**src/rtl/core/iqh_pkg.sv**
```systemverilog
`timescale 1ns / 1ps
// ----------------------------------------------------------------------------
// iqh_pkg
// Shared types, constants and helper functions of the IQ sample range
// histogram: sample and count widths, bin addressing, saturating increment.
// ----------------------------------------------------------------------------
package iqh_pkg;

  // Core widths: sample bits set the bin count, count bits the saturation.
  localparam int SAMPLE_BITS = 16;
  localparam int COUNT_BITS  = 32;

  // Fixed widths of the sample and count ports.
  localparam int PORT_SAMPLE_W = 16;
  localparam int PORT_COUNT_W  = 32;

  localparam int NUM_BINS = 1 << SAMPLE_BITS;

  typedef logic signed [SAMPLE_BITS-1:0] sample_t;
  typedef logic [SAMPLE_BITS-1:0]        bin_addr_t;
  typedef logic [COUNT_BITS-1:0]         count_t;

  localparam sample_t   SAMPLE_MAXV = {1'b0, {(SAMPLE_BITS-1){1'b1}}};
  localparam sample_t   SAMPLE_MINV = {1'b1, {(SAMPLE_BITS-1){1'b0}}};
  localparam count_t    COUNT_MAX   = {COUNT_BITS{1'b1}};
  localparam bin_addr_t BIN_LAST    = {SAMPLE_BITS{1'b1}};

  // Item action codes.
  localparam logic ACT_SAMPLE = 1'b0;
  localparam logic ACT_READ   = 1'b1;

  // Channel codes.
  localparam logic CH_EVEN = 1'b0;
  localparam logic CH_ODD  = 1'b1;

  // Request from the accept stage to the bin store.
  typedef struct packed {
    logic      issue;
    logic      chan;
    bin_addr_t addr;
    logic      inc;
  } bin_req_t;

  // Channel extremes and totals after one item.
  typedef struct packed {
    sample_t even_low;
    sample_t even_high;
    sample_t odd_low;
    sample_t odd_high;
    count_t  even_total;
    count_t  odd_total;
  } track_state_t;

  // Low sample bits of a port value, sign-extended from the top sample bit.
  function automatic sample_t to_sample(logic [PORT_SAMPLE_W-1:0] raw);
    return sample_t'(raw[SAMPLE_BITS-1:0]);
  endfunction

  // Bin address: sample bits with the sign bit inverted.
  function automatic bin_addr_t bin_index(logic [PORT_SAMPLE_W-1:0] raw);
    return {~raw[SAMPLE_BITS-1], raw[SAMPLE_BITS-2:0]};
  endfunction

  // Increment that sticks at the all-ones count.
  function automatic count_t sat_inc(count_t v);
    return (v == COUNT_MAX) ? v : v + count_t'(1);
  endfunction

endpackage

```
**src/rtl/core/iqh_track.sv**
```systemverilog
`timescale 1ns / 1ps
// ----------------------------------------------------------------------------
// iqh_track
// Channel parity, running minimum and maximum per channel, and saturating
// histogram totals. Gives the state after the item being accepted.
// ----------------------------------------------------------------------------
module iqh_track (
  input  logic                  clk,
  input  logic                  rst_n,
  input  logic                  accept,
  input  logic                  action,
  input  iqh_pkg::sample_t      sample,
  input  logic                  start_of_buffer,
  input  logic                  hist_en,
  output iqh_pkg::track_state_t state_nxt,
  output logic                  went_odd_nxt
);

  iqh_pkg::track_state_t state_r;
  logic                  next_is_odd_r;
  logic                  next_is_odd_nxt;

  // Assign the channel and fold the sample into its extremes and total.
  always_comb begin
    state_nxt       = state_r;
    went_odd_nxt    = iqh_pkg::CH_EVEN;
    next_is_odd_nxt = next_is_odd_r;
    if (action == iqh_pkg::ACT_SAMPLE) begin
      went_odd_nxt    = start_of_buffer ? iqh_pkg::CH_EVEN : next_is_odd_r;
      next_is_odd_nxt = ~went_odd_nxt;
      if (went_odd_nxt) begin
        if (sample < state_r.odd_low) begin
          state_nxt.odd_low = sample;
        end
        if (sample > state_r.odd_high) begin
          state_nxt.odd_high = sample;
        end
        if (hist_en) begin
          state_nxt.odd_total = iqh_pkg::sat_inc(state_r.odd_total);
        end
      end else begin
        if (sample < state_r.even_low) begin
          state_nxt.even_low = sample;
        end
        if (sample > state_r.even_high) begin
          state_nxt.even_high = sample;
        end
        if (hist_en) begin
          state_nxt.even_total = iqh_pkg::sat_inc(state_r.even_total);
        end
      end
    end
  end

  // Commit on each accepted item.
  always_ff @(posedge clk) begin
    if (!rst_n) begin
      next_is_odd_r       <= 1'b0;
      state_r.even_low    <= iqh_pkg::SAMPLE_MAXV;
      state_r.even_high   <= iqh_pkg::SAMPLE_MINV;
      state_r.odd_low     <= iqh_pkg::SAMPLE_MAXV;
      state_r.odd_high    <= iqh_pkg::SAMPLE_MINV;
      state_r.even_total  <= '0;
      state_r.odd_total   <= '0;
    end else if (accept) begin
      next_is_odd_r <= next_is_odd_nxt;
      state_r       <= state_nxt;
    end
  end

endmodule

```
**config.mk**
```make
export PLATFORM = sky130hd
export DESIGN_NAME = iqh_track
export DESIGN_NICKNAME = d
export VERILOG_FILES = /design/src/rtl/core/iqh_pkg.sv /design/src/rtl/core/iqh_track.sv
export SDC_FILE = /design/constraint.sdc
export NUM_CORES = 1
export LEC_CHECK = 0
export BUFFER_PORTS_ARGS = -buffer_cell sky130_fd_sc_hd__buf_2
export CAP_MARGIN = 10
export CORE_ASPECT_RATIO = 2
export CORE_MARGIN = 5
export CORE_UTILIZATION = 40
export CTS_CLUSTER_SIZE = 28
export DETAILED_ROUTE_END_ITERATION = 7
export SLEW_MARGIN = 0
export SYNTH_ARGS = -nofsm -noshare
export SYNTH_HDL_FRONTEND = slang
export SYNTH_SLANG_ARGS = --single-unit
```
**constraint.sdc**
```tcl
create_clock -name clk -period 6.4 [get_ports clk]
set_clock_uncertainty 0.15 [all_clocks]
set_input_delay 0.32 -clock clk [delete_from_list [all_inputs] [get_ports clk]]
set_output_delay 0.32 -clock clk [all_outputs]
set_load 0.01 [all_outputs]
```
==> qor.yml <==
worstPathMaxFanout: 16
setup_slack_ps: 2240
cp_cell_sequence: "inv_1 -> ha_1 -> nand4_1 -> nor3_1 -> o311ai_1 -> nand3_1 -> mux2i_2 -> mux2_2 -> buf_2"
syn2layout_area_growth_pct: 16.6
vdd_drop_max_v: 0.000158
drive_gt1_share_pct: 21.2
dpl-instance-area_sq_um: 10100
p_leak_uw: 0.00479
fin_crit_ps: 4160
syn_avg_cell_area_sq_um: 8.19
outcome: "finished clean"
final_area_sq_um: 10700
post-route-util_pct: 47.1
drtPass1Iterations: 4
synth_cell_type_count: 59
core_sq_um: 22600
yosysSeqAreaShare_pct: 28.3
worstPathRequired_ps: 5930
endpoint_kind: "output port"
io_pins: 151
drv_cap: 0
port-buffer-count: 150
layout_common_cells: "150 x buf_2, 135 x nand2_1, 134 x nor2_1"
grt_first_pass_wirelength_um: 42800
nNetsFinal: 1330
layout_commonest_cell: "buf_2"
synth-seq-cells: 129
max_slew.worst_pin.slew_ps: 1170
powerDensity_nw_per_um2: 198
async_reset_ff_share_pct: 0
hold_viol_final: 0
drtAntennaViolNets: 0
drt_iter0_markers: 294
die_w_um: 117
cts_hold_buf: 0
tns_ps: 0
setup.worst_path.class: "flip-flop to output port"
rows: 78
track_usage_pct: 21.1
syn-cell-area_sq_um: 9140
cts_root_buf: "clkbuf_16"
syn-num-nets: 1202
grt_max_degree: 64
viasPerCell: 5.38
insertedDiodeCount: 0
period_share_pct: 65.0
initial_utilization_pct: 40.4
critPathLaunchType: "flip-flop"
cts_buffer_depth: 2
grt_overflow: 0
wl_per_cell_um: 17.6
post_cts_buffers: 0
antenna_found_initial: 1
drt-total-wl_um: 27000
dp_slack_ps: 2550
setup-violations-final: 0
critPathMaxStageDelay_ps: 1000
synth-edff-count: 0
drc: 0
gp_congestion: 0.889
arrival_ps: 3690
clock_latency_ps: 440
vias: 8269
ys_warn_count: 0
synth_cells: 1116
synth_flop_cell: "dfxtp_1"
whs_ps: 126
cts_tree: "built"
dpl.hpwl_um: 20500
rsz0062_at_grt: "false"
die_area_sq_um: 26100
grt_pass1_vias: 8339
slew_violations: 0
cts_max_level: 4
die_h_um: 224
cts-buffers-inserted: 17
cts-resized-gates: 0
fmax_ghz: 0.240
cts_sinks: 129
clk_pin_slew_ps: 60
relSlewSlack_pct: 20.6
critPathSlowestCell: "mux2i_2"
hold_class: "input port to flip-flop"
cells by family (layout without fill, tap and decap cells):
kind of cell / after synthesis / in the layout / synth area share, %
buf+inv: 124 / 265 / 5.96
simple gates: 461 / 461 / 24.8
compound gates: 108 / 108 / 7.38
xor+xnor: 97 / 97 / 9.30
mux: 133 / 133 / 15.6
fa+ha+maj: 64 / 64 / 8.76
flops: 129 / 129 / 28.3
Yosys cell counts, types with 3 or more instances:
cell | number | area (sq um)
a21o_1 | 5 | 37.5
a21oi_1 | 45 | 225
a31oi_1 | 5 | 31.3
and2_1 | 6 | 37.5
and3_1 | 15 | 93.8
and4_1 | 9 | 78.8
buf_2 | 10 | 50.1
buf_4 | 6 | 45.0
buf_6 | 4 | 45.0
clkbuf_1 | 29 | 109
dfxtp_1 | 129 | 2580
ha_1 | 64 | 801
inv_1 | 71 | 267
mux2_2 | 58 | 653
mux2i_1 | 69 | 691
mux2i_2 | 4 | 55.1
nand2_1 | 135 | 507
nand2b_1 | 13 | 81.3
nand3_1 | 37 | 185
nand3_2 | 3 | 30.0
nand4_1 | 35 | 219
nor2_1 | 134 | 503
nor3_1 | 20 | 100
nor4_1 | 9 | 56.3
nor4_2 | 3 | 37.5
nor4b_1 | 5 | 43.8
o21a_1 | 3 | 22.5
o21ai_0 | 25 | 125
o21bai_1 | 6 | 45.0
o31ai_1 | 3 | 22.5
or3_1 | 17 | 106
or4_1 | 6 | 45.0
or4b_1 | 3 | 30.0
xnor2_1 | 45 | 394
xor2_1 | 52 | 455
per-layer routing:
metal  wire, um  up-vias  global-route usage (%)  part of all wire, %
met2      14800      184                    39.7                   55
met1       9670     3890                    20.5                   36
met3       1010       78                    3.89                  3.7
li1           -     4117                       -                    -
met5          0        -                       0                    0
met4       1500        0                    12.4                  5.6
power breakdown:
group          internal [uW]  switching (uW)
combinational            110             169
sequential               818            13.0
clock                    634             370
critical path: cells and delay by family, from the launching register on:
| family | cells | cell delay, ps |
|---|---|---|
| buffers and inverters | 2 | 210 |
| flip-flops | 1 | 320 |
| AND/OR/NAND/NOR | 3 | 690 |
| AO/OA/AOI/OAI | 1 | 180 |
| adder cells (fa/ha/maj) | 1 | 420 |
| multiplexers | 2 | 1420 |
final cells by class:
type | instances | area, sq um
Timing Repair Buffer | 161 | 833
Clock buffer | 28 | 527
Multi-Input combinational cell | 863 | 6020
Sequential cell | 129 | 2580
Clock inverter | 4 | 70.1
Tap cell | 280 | 350
Inverter | 72 | 272
Fill cell | 2293 | 12000
state kept, by name (all words and copies together) (netlist names):
register,cells
next_is_odd_r,1
state_r,128
path summary, 6_finish.rpt:
check | startpoint | end | slack, ps | depth (start not counted)
worst max register to register | state_r[111] | state_r[100] | 2960 | 9
worst max-delay path | state_r[127] | state_nxt[123] | 2240 | 9
worst min register to register | state_r[74] | state_r[74] | 320 | 2
worst min-delay path | sample[0] | state_r[96] | 130 | 3
through the flow:
step           instances  total power [uW]
6_report            1537              2110
5_1_grt             1537              2190
4_1_cts             1537              2140
3_5_place_dp        1505              1130
3_3_place_gp        1505              1130
2_1_floorplan       1116              1030
(Power assumes the default switching activity.)
